===== config.mk =====
export PLATFORM = sky130hd
export DESIGN_NAME = byte_stream_dual_hash
export DESIGN_NICKNAME = d
export VERILOG_FILES = /design/src/rtl/bsdh_pkg.sv /design/src/rtl/byte_stream_dual_hash.sv /design/src/rtl/bsdh_datapath.sv
export SDC_FILE = /design/constraint.sdc
export NUM_CORES = 2
export LEC_CHECK = 0
export BUFFER_PORTS_ARGS = -buffer_cell sky130_fd_sc_hd__clkbuf_2
export CAP_MARGIN = 20
export CORE_MARGIN = 4
export CORE_UTILIZATION = 59
export DETAILED_ROUTE_END_ITERATION = 6
export PLACE_DENSITY_LB_ADDON = 0.25
export SLEW_MARGIN = 10
export SYNTH_ARGS = -nofsm -noshare
export SYNTH_HDL_FRONTEND = slang
export SYNTH_SLANG_ARGS = --single-unit

===== constraint.sdc =====
create_clock -name clk -period 11.99 [get_ports clk]
set_input_delay 2.398 -clock clk [delete_from_list [all_inputs] [get_ports clk]]
set_output_delay 2.398 -clock clk [all_outputs]
set_load 0.01 [all_outputs]

===== src/rtl/bsdh_pkg.sv =====
// shared constants, control word types and the microcode table of the dual hash
package bsdh_pkg;

  localparam logic [63:0] SEED_ONE    = 64'h243f6a8885a308d3;
  localparam logic [63:0] SEED_TWO    = 64'h13198a2e03707344;
  localparam logic [63:0] GOLDEN      = 64'h9e3779b97f4a7c15;
  localparam logic [63:0] MIX_MUL_A   = 64'hbf58476d1ce4e5b9;
  localparam logic [63:0] MIX_MUL_B   = 64'h94d049bb133111eb;
  localparam logic [31:0] LANE_MUL    = 32'd1315423911;
  localparam logic [63:0] CHAIN_INIT  = 64'd1469598103934665603;
  localparam logic [63:0] CHAIN_PRIME = 64'd1099511628211;

  localparam int PC_W = 6;
  localparam logic [PC_W-1:0] BYTE_ADDR  = 6'd0;
  localparam logic [PC_W-1:0] CLOSE_ADDR = 6'd31;

  typedef enum logic [3:0] {
    OP_NOP,
    OP_LDPRE,   // x = t ^ (t >> 30), t = source + golden
    OP_ML0,     // acc = x.lo * k.lo
    OP_ML1,     // acc += x.lo * k.hi << 32
    OP_ML2,     // x = acc + x.hi * k.lo << 32
    OP_XS27,
    OP_XS31,    // finish a mix: write it to its lane, or to x (xored with chain for the chain)
    OP_STEP,    // commit chain, advance position
    OP_EMIT     // load result registers, return to seeds
  } op_t;

  typedef enum logic [1:0] {
    SRC_LANE1,
    SRC_LANE2,
    SRC_POS,
    SRC_FIN
  } src_t;

  typedef enum logic [1:0] {
    DST_LANE1,
    DST_LANE2,
    DST_CHAIN,
    DST_FIN
  } dst_t;

  typedef enum logic [1:0] {
    K_A,
    K_B,
    K_PRIME
  } ksel_t;

  typedef enum logic [1:0] {
    FL_NEXT,
    FL_BYTE_END,
    FL_DONE
  } flow_t;

  typedef struct packed {
    op_t   op;
    src_t  src;
    dst_t  dst;
    ksel_t ksel;
    flow_t flow;
  } ctrl_t;

  typedef struct packed {
    logic  exec;
    logic  load_byte;
    ctrl_t word;
  } dp_ctrl_t;

  function automatic ctrl_t cw(op_t op, src_t src, dst_t dst, ksel_t ksel, flow_t flow);
    ctrl_t w;
    w.op   = op;
    w.src  = src;
    w.dst  = dst;
    w.ksel = ksel;
    w.flow = flow;
    return w;
  endfunction

  // nine steps of one splitmix64 pass
  function automatic ctrl_t mix_word(logic [3:0] k, src_t s, dst_t d);
    ctrl_t w;
    case (k)
      4'd0:    w = cw(OP_LDPRE, s, d, K_A, FL_NEXT);
      4'd1:    w = cw(OP_ML0,   s, d, K_A, FL_NEXT);
      4'd2:    w = cw(OP_ML1,   s, d, K_A, FL_NEXT);
      4'd3:    w = cw(OP_ML2,   s, d, K_A, FL_NEXT);
      4'd4:    w = cw(OP_XS27,  s, d, K_A, FL_NEXT);
      4'd5:    w = cw(OP_ML0,   s, d, K_B, FL_NEXT);
      4'd6:    w = cw(OP_ML1,   s, d, K_B, FL_NEXT);
      4'd7:    w = cw(OP_ML2,   s, d, K_B, FL_NEXT);
      4'd8:    w = cw(OP_XS31,  s, d, K_B, FL_NEXT);
      default: w = cw(OP_NOP,   s, d, K_A, FL_NEXT);
    endcase
    return w;
  endfunction

  function automatic ctrl_t ucode(logic [PC_W-1:0] pc);
    ctrl_t w;
    logic [PC_W-1:0] k;
    k = '0;
    if (pc < 6'd9) begin
      w = mix_word(pc[3:0], SRC_LANE1, DST_LANE1);
    end else if (pc < 6'd18) begin
      k = pc - 6'd9;
      w = mix_word(k[3:0], SRC_LANE2, DST_LANE2);
    end else if (pc < 6'd27) begin
      k = pc - 6'd18;
      w = mix_word(k[3:0], SRC_POS, DST_CHAIN);
    end else if (pc == 6'd27) begin
      w = cw(OP_ML0, SRC_POS, DST_CHAIN, K_PRIME, FL_NEXT);
    end else if (pc == 6'd28) begin
      w = cw(OP_ML1, SRC_POS, DST_CHAIN, K_PRIME, FL_NEXT);
    end else if (pc == 6'd29) begin
      w = cw(OP_ML2, SRC_POS, DST_CHAIN, K_PRIME, FL_NEXT);
    end else if (pc == 6'd30) begin
      w = cw(OP_STEP, SRC_POS, DST_CHAIN, K_PRIME, FL_BYTE_END);
    end else if (pc < 6'd40) begin
      k = pc - CLOSE_ADDR;
      w = mix_word(k[3:0], SRC_FIN, DST_FIN);
    end else if (pc == 6'd40) begin
      w = cw(OP_EMIT, SRC_FIN, DST_FIN, K_A, FL_DONE);
    end else begin
      w = cw(OP_NOP, SRC_FIN, DST_FIN, K_A, FL_DONE);
    end
    return w;
  endfunction

endpackage


===== src/rtl/byte_stream_dual_hash.sv =====
// top level: handshake, microcode sequencer and datapath of the byte stream dual hash
//
//   channel  | valid      | stall      | payload
//   ---------+------------+------------+------------------------------------------
//   input    | in_valid   | in_stall   | in_data_byte, in_byte_valid, in_last
//   result   | out_valid  | out_stall  | out_universal_hash, out_rolling_hash
//
// a beat with a byte runs 31 microcode steps, one per cycle; a closing beat adds 10 more
// three steps per 64-bit product on the single 32x32 multiplier set these counts
// a beat with neither byte nor close is taken and changes no hash state
// reset loads the seeds and leaves the sequencer idle with no result pending
// the result register holds a stalled beat while the next message streams in;
// a close waits at its emit step until the previous result is taken
module byte_stream_dual_hash (
  input  logic        clk,
  input  logic        rst_n,
  input  logic        in_valid,
  output logic        in_stall,
  input  logic [7:0]  in_data_byte,
  input  logic        in_byte_valid,
  input  logic        in_last,
  output logic        out_valid,
  input  logic        out_stall,
  output logic [63:0] out_universal_hash,
  output logic [63:0] out_rolling_hash
);
  import bsdh_pkg::*;

  typedef enum logic {ST_IDLE, ST_RUN} state_t;

  state_t          state_r;
  logic [PC_W-1:0] pc_r;
  logic            last_r;
  logic            out_valid_r;

  ctrl_t    word;
  dp_ctrl_t dp_ctrl;
  logic     accept, hold, exec;

  assign word     = ucode(pc_r);
  assign in_stall = (state_r != ST_IDLE);
  assign accept   = in_valid && !in_stall;
  // emit cannot overwrite a result that is still waiting
  assign hold     = (word.op == OP_EMIT) && out_valid_r;
  assign exec     = (state_r == ST_RUN) && !hold;

  always_comb begin
    dp_ctrl.exec      = exec;
    dp_ctrl.load_byte = accept;
    dp_ctrl.word      = word;
  end

  always_ff @(posedge clk) begin
    if (!rst_n) begin
      state_r     <= ST_IDLE;
      pc_r        <= BYTE_ADDR;
      last_r      <= 1'b0;
      out_valid_r <= 1'b0;
    end else begin
      if (out_valid_r && !out_stall) begin
        out_valid_r <= 1'b0;
      end
      unique case (state_r)
        ST_IDLE: begin
          if (accept) begin
            last_r <= in_last;
            if (in_byte_valid) begin
              pc_r    <= BYTE_ADDR;
              state_r <= ST_RUN;
            end else if (in_last) begin
              pc_r    <= CLOSE_ADDR;
              state_r <= ST_RUN;
            end
          end
        end
        ST_RUN: begin
          if (exec) begin
            case (word.flow)
              FL_NEXT: pc_r <= pc_r + 6'd1;
              FL_BYTE_END: begin
                if (last_r) begin
                  pc_r <= CLOSE_ADDR;
                end else begin
                  state_r <= ST_IDLE;
                end
              end
              FL_DONE: begin
                state_r     <= ST_IDLE;
                out_valid_r <= 1'b1;
              end
              default: state_r <= ST_IDLE;
            endcase
          end
        end
      endcase
    end
  end

  bsdh_datapath u_dp (
    .clk            (clk),
    .rst_n          (rst_n),
    .ctrl           (dp_ctrl),
    .data_byte      (in_data_byte),
    .universal_hash (out_universal_hash),
    .rolling_hash   (out_rolling_hash)
  );

  assign out_valid = out_valid_r;

endmodule


===== src/rtl/bsdh_datapath.sv =====
// hash state, shared 32x32 multiplier and result registers driven by the control word
module bsdh_datapath (
  input  logic               clk,
  input  logic               rst_n,
  input  bsdh_pkg::dp_ctrl_t ctrl,
  input  logic [7:0]         data_byte,
  output logic [63:0]        universal_hash,
  output logic [63:0]        rolling_hash
);
  import bsdh_pkg::*;

  logic [7:0]  b_r;
  logic [63:0] lane1_r, lane2_r, chain_r, count_r, wg_r;
  logic [63:0] x_r, acc_r;
  logic [63:0] uni_r, roll_r;

  logic [63:0] b_ext, src, pre_t, kval, prod, xs31, x_xs27;
  logic [39:0] b_lane;
  logic [31:0] mul_a, mul_b;
  ctrl_t       w;

  assign w     = ctrl.word;
  assign b_ext = {56'd0, b_r};
  assign b_lane = {32'd0, b_r} * {8'd0, LANE_MUL};

  always_comb begin
    case (w.src)
      SRC_LANE1: src = lane1_r ^ b_ext;
      SRC_LANE2: src = lane2_r + {24'd0, b_lane};
      SRC_POS:   src = b_ext + wg_r + GOLDEN;   // wg holds count * golden
      SRC_FIN:   src = chain_r ^ count_r;
      default:   src = chain_r ^ count_r;
    endcase
  end

  always_comb begin
    case (w.ksel)
      K_A:     kval = MIX_MUL_A;
      K_B:     kval = MIX_MUL_B;
      K_PRIME: kval = CHAIN_PRIME;
      default: kval = CHAIN_PRIME;
    endcase
  end

  assign pre_t  = src + GOLDEN;
  assign mul_a  = (w.op == OP_ML2) ? x_r[63:32] : x_r[31:0];
  assign mul_b  = (w.op == OP_ML1) ? kval[63:32] : kval[31:0];
  assign prod   = {32'd0, mul_a} * {32'd0, mul_b};
  assign xs31   = x_r ^ (x_r >> 31);
  assign x_xs27 = x_r ^ (x_r >> 27);

  always_ff @(posedge clk) begin
    if (ctrl.load_byte) begin
      b_r <= data_byte;
    end
    if (ctrl.exec) begin
      case (w.op)
        OP_LDPRE: x_r   <= pre_t ^ (pre_t >> 30);
        OP_ML0:   acc_r <= prod;
        OP_ML1:   acc_r <= acc_r + {prod[31:0], 32'd0};
        OP_ML2:   x_r   <= acc_r + {prod[31:0], 32'd0};
        OP_XS27:  x_r   <= x_xs27;
        OP_XS31: begin
          if (w.dst == DST_CHAIN) begin
            x_r <= chain_r ^ xs31;
          end else if (w.dst == DST_FIN) begin
            x_r <= xs31;
          end
        end
        OP_EMIT: begin
          uni_r  <= lane1_r ^ (lane2_r << 1);
          roll_r <= x_r;
        end
        default: ;
      endcase
    end
  end

  // hash state with seeded reset, reseeded after every close
  always_ff @(posedge clk) begin
    if (!rst_n) begin
      lane1_r <= SEED_ONE;
      lane2_r <= SEED_TWO;
      chain_r <= CHAIN_INIT;
      count_r <= '0;
      wg_r    <= '0;
    end else if (ctrl.exec) begin
      case (w.op)
        OP_XS31: begin
          if (w.dst == DST_LANE1) begin
            lane1_r <= xs31;
          end else if (w.dst == DST_LANE2) begin
            lane2_r <= xs31;
          end
        end
        OP_STEP: begin
          chain_r <= x_r;
          count_r <= count_r + 64'd1;
          wg_r    <= wg_r + GOLDEN;
        end
        OP_EMIT: begin
          lane1_r <= SEED_ONE;
          lane2_r <= SEED_TWO;
          chain_r <= CHAIN_INIT;
          count_r <= '0;
          wg_r    <= '0;
        end
        default: ;
      endcase
    end
  end

  assign universal_hash = uni_r;
  assign rolling_hash   = roll_r;

endmodule


==> implementation parameters <==
Parameter                              Value

GRT
  Number of antenna violations at the first check in global routing ... 5
  Global-route wire length before repair ... 399000 µm
  Total overflow reported by the global router ... 0
  Via count of the first global-routing pass ... 60100
  Overall global routing resource usage ... 42.9%
  Pin count of the biggest net entering global routing ... 84

Final layout
  Finished layout cell area ... 77500 µm²
  Number of nets in the layout ... 9544
  Proportion of layout cells with a drive suffix above 1 ... 9.32%
  Final Non-Filler Cells ... 9682
  Area overhead of the layout relative to synthesis ... 9.45%
  Post-layout util ... 65.3%

Yosys
  Most frequent cell after synthesis ... inv_1
  Post-synth top cells ... inv_1, fa_1, nor2_1, nand2_1, ha_1
  Ys flop type ... dfxtp_1
  Post-synth ARST share ... 0%
  Number of flops mapped to enable cells by yosys ... 264
  Cell type contributing the most total cell area after synthesis ... fa_1
  Ys Warns ... 0
  Synth Instances ... 7839
  Leading cell types by total area after synthesis ... fa_1, edfxtp_1, ha_1
  Mean instance size in the synthesized netlist ... 9.03 µm²
  Count of distinct cell types in the synthesized netlist ... 104
  Share of Yosys cell area claimed by the top area cell type ... 26.1%
  Post-synthesis instance area ... 70800 µm²
  Post-synthesis register bit count ... 597
  Share of the yosys chip area belonging to registers ... 20.6%
  Net count after synthesis ... 9358

Placement
  Worst setup slack after placement ... -188 ps
  GP Congestion ... 1.07
  Port Buf Inserts ... 143
  Instance area after placement ... 74600 µm²
  Cell total after placement ... 9534
  Hpwl dp ... 225000 µm

Setup path
  Required time of the critical path ... 12380 ps
  Critical register-to-register path startpoint ... pc_r[1]
  Startpoint of the worst setup timing path ... pc_r[1]
  Top fanout value on the critical path ... 17
  Most Frequent Cell on Critical Path ... fa_1
  Delay contributed by the slowest stage of the critical path ... 580 ps
  Crit path kind ... reg2reg
  Worst path slowest cell ... fa_1
  Critical Path Source Type ... register
  Crit. End Element ... register
  Arrival time reported for the critical path endpoint ... 12070 ps
  Register-to-register path setup slack ... 300 ps

STA
  Clock Skews ... 40.7 ps
  Setup ws final ... 304 ps
  Number of setup violations in the final report ... 0
  Number of max-slew violations in the final report ... 0
  Maximum clock frequency ... 0.0856 GHz
  Fin. Hold Viols ... 0
  Worst slew pin tran ... 1300 ps
  Final critical path time including I/O delays and setup ... 11690 ps
  Final period util ... 97.5%
  Relative slew slack ... 12.3%

Die
  Ports placed on the boundary ... 144
  Initial core utilization ... 59.7%
  Area inside the core boundary ... 119000 µm²
  Height of the die ... 354 µm
  Overall die width ... 354 µm
  Std cell rows ... 126
  Overall die area ... 126000 µm²

Routing
  ANT nets after route ... 0
  Overall routed net length ... 274000 µm
  Via count ... 60800
  Final routed wire length divided by cell count ... 28.3 µm
  Count of TritonRoute iterations in the first routing pass ... 7
  Number of remaining DRC errors ... 5
  Detailed Route Iter0 Violations ... 7967
  Per-cell via count in the routed design ... 6.28

Status
  Status ... complete, but fails checks
  Violated checks ... DRC

Flow run
  Max-cap violations ... 0

CTS
  CTS tree ... built
  Number of levels the H-tree was split into ... 3
  Clock root buffer ... clkbuf_16
  Number of clock buffers inserted by TritonCTS ... 68
  Clock Latency Late Sink ... 650 ps
  Clk sinks ... 597
  Maximum clock path buffer count ... 3
  Clock transition at the registers of the reported paths ... 60 ps

Min path
  Hold path startpoint ... u_dp.lane2_r[63]
  Hold Crit Class ... reg2reg
per-layer routing:
metal / global-route usage [%] / share of wire, % / vias to the layer above
met5: 0 / 0.0088 / -
met4: 26.1 / 8.0 / 4
met3: 8.57 / 11 / 883
met2: 68.0 / 45 / 3795
met1: 54.5 / 36 / 29900
li1: - / - / 26200
cell families (layout without fill, tap and decap cells):
kind of cell             after synthesis  count (layout)  share of synthesized area, %
flip-flops                           597             597                          20.6
adder cells (fa/ha/maj)             1505            1505                          36.4
multiplexers                          51              51                         0.743
AO/OA/AOI/OAI                       1382            1382                          12.7
buffers and inverters               1521            1761                          8.14
other                                  0               2                             0
XOR/XNOR                             595             595                          7.37
AND/OR/NAND/NOR                     2188            2189                          14.1
timing repair:
item,4_1_cts,5_1_grt
cloned,0,2
hold buffers,0,0
setup buffers,0,17
pin swaps,1,14
endpoints found under the setup margin,6,24
gates resized for setup,7,110
worst max-delay path: cells and delay by family (launching register included):
| family | cells | cell delay (ps) |
|---|---|---|
| flip-flops | 1 | 350 |
| multiplexers | 2 | 670 |
| buffers and inverters | 7 | 920 |
| AND/OR/NAND/NOR | 11 | 1650 |
| adder cells (fa/ha/maj) | 11 | 4670 |
| AO/OA/AOI/OAI | 15 | 2510 |
| XOR/XNOR | 3 | 640 |
metrics by stage:
stage / hold slack (ps) / setup TNS [ps]
4_1_cts: 475 / 0
3_3_place_gp: 461 / -54.6
6_report: 479 / 0
2_1_floorplan: 424 / 0
3_5_place_dp: 467 / -581
5_1_grt: 500 / -572
placed cells by master, fill, tap and decap left out, drive strengths merged, types with 294 or more instances in the layout:
cell type,count
xnor2,301
dfxtp,333
nor2,744
xor2,294
ha,583
o21ai,314
fa,922
inv,1184
a21oi,435
buf,313
nand2,647
area by class of cell:
cell class              instances  area, µm²
diodes                          2       5.00
clock buffers                  86       1810
clock inverters                39        442
fillers                     10000      41100
inverters                    1180       4430
multi-input cells            5722      51000
flip-flops and latches        597      14600
well taps                    1600       2000
repair buffers                456       3180
state kept, by name, indices dropped and copies added, names as in the netlist, named ones only:
signal and flops:
u_dp.chain_r 64, u_dp.universal_hash 64, out_valid 1, pc_r 6, u_dp.rolling_hash 64, u_dp.x_r 64
in_stall 1, u_dp.wg_r 64, u_dp.lane1_r 64, u_dp.lane2_r 64, last_r 1, u_dp.acc_r 64
u_dp.b_r 8, u_dp.count_r 64
worst paths after layout:
path / end / cells after the start
worst min register to register: u_dp.lane2_r[63] / 2
worst min-delay path: u_dp.lane2_r[63] / 2
worst max register to register: u_dp.acc_r[62] / 49
worst max-delay path: u_dp.acc_r[62] / 49
Power is left out: the tool's default activity adds up to more than one toggle a clock period on the data nets, which glitch-free logic cannot reach.
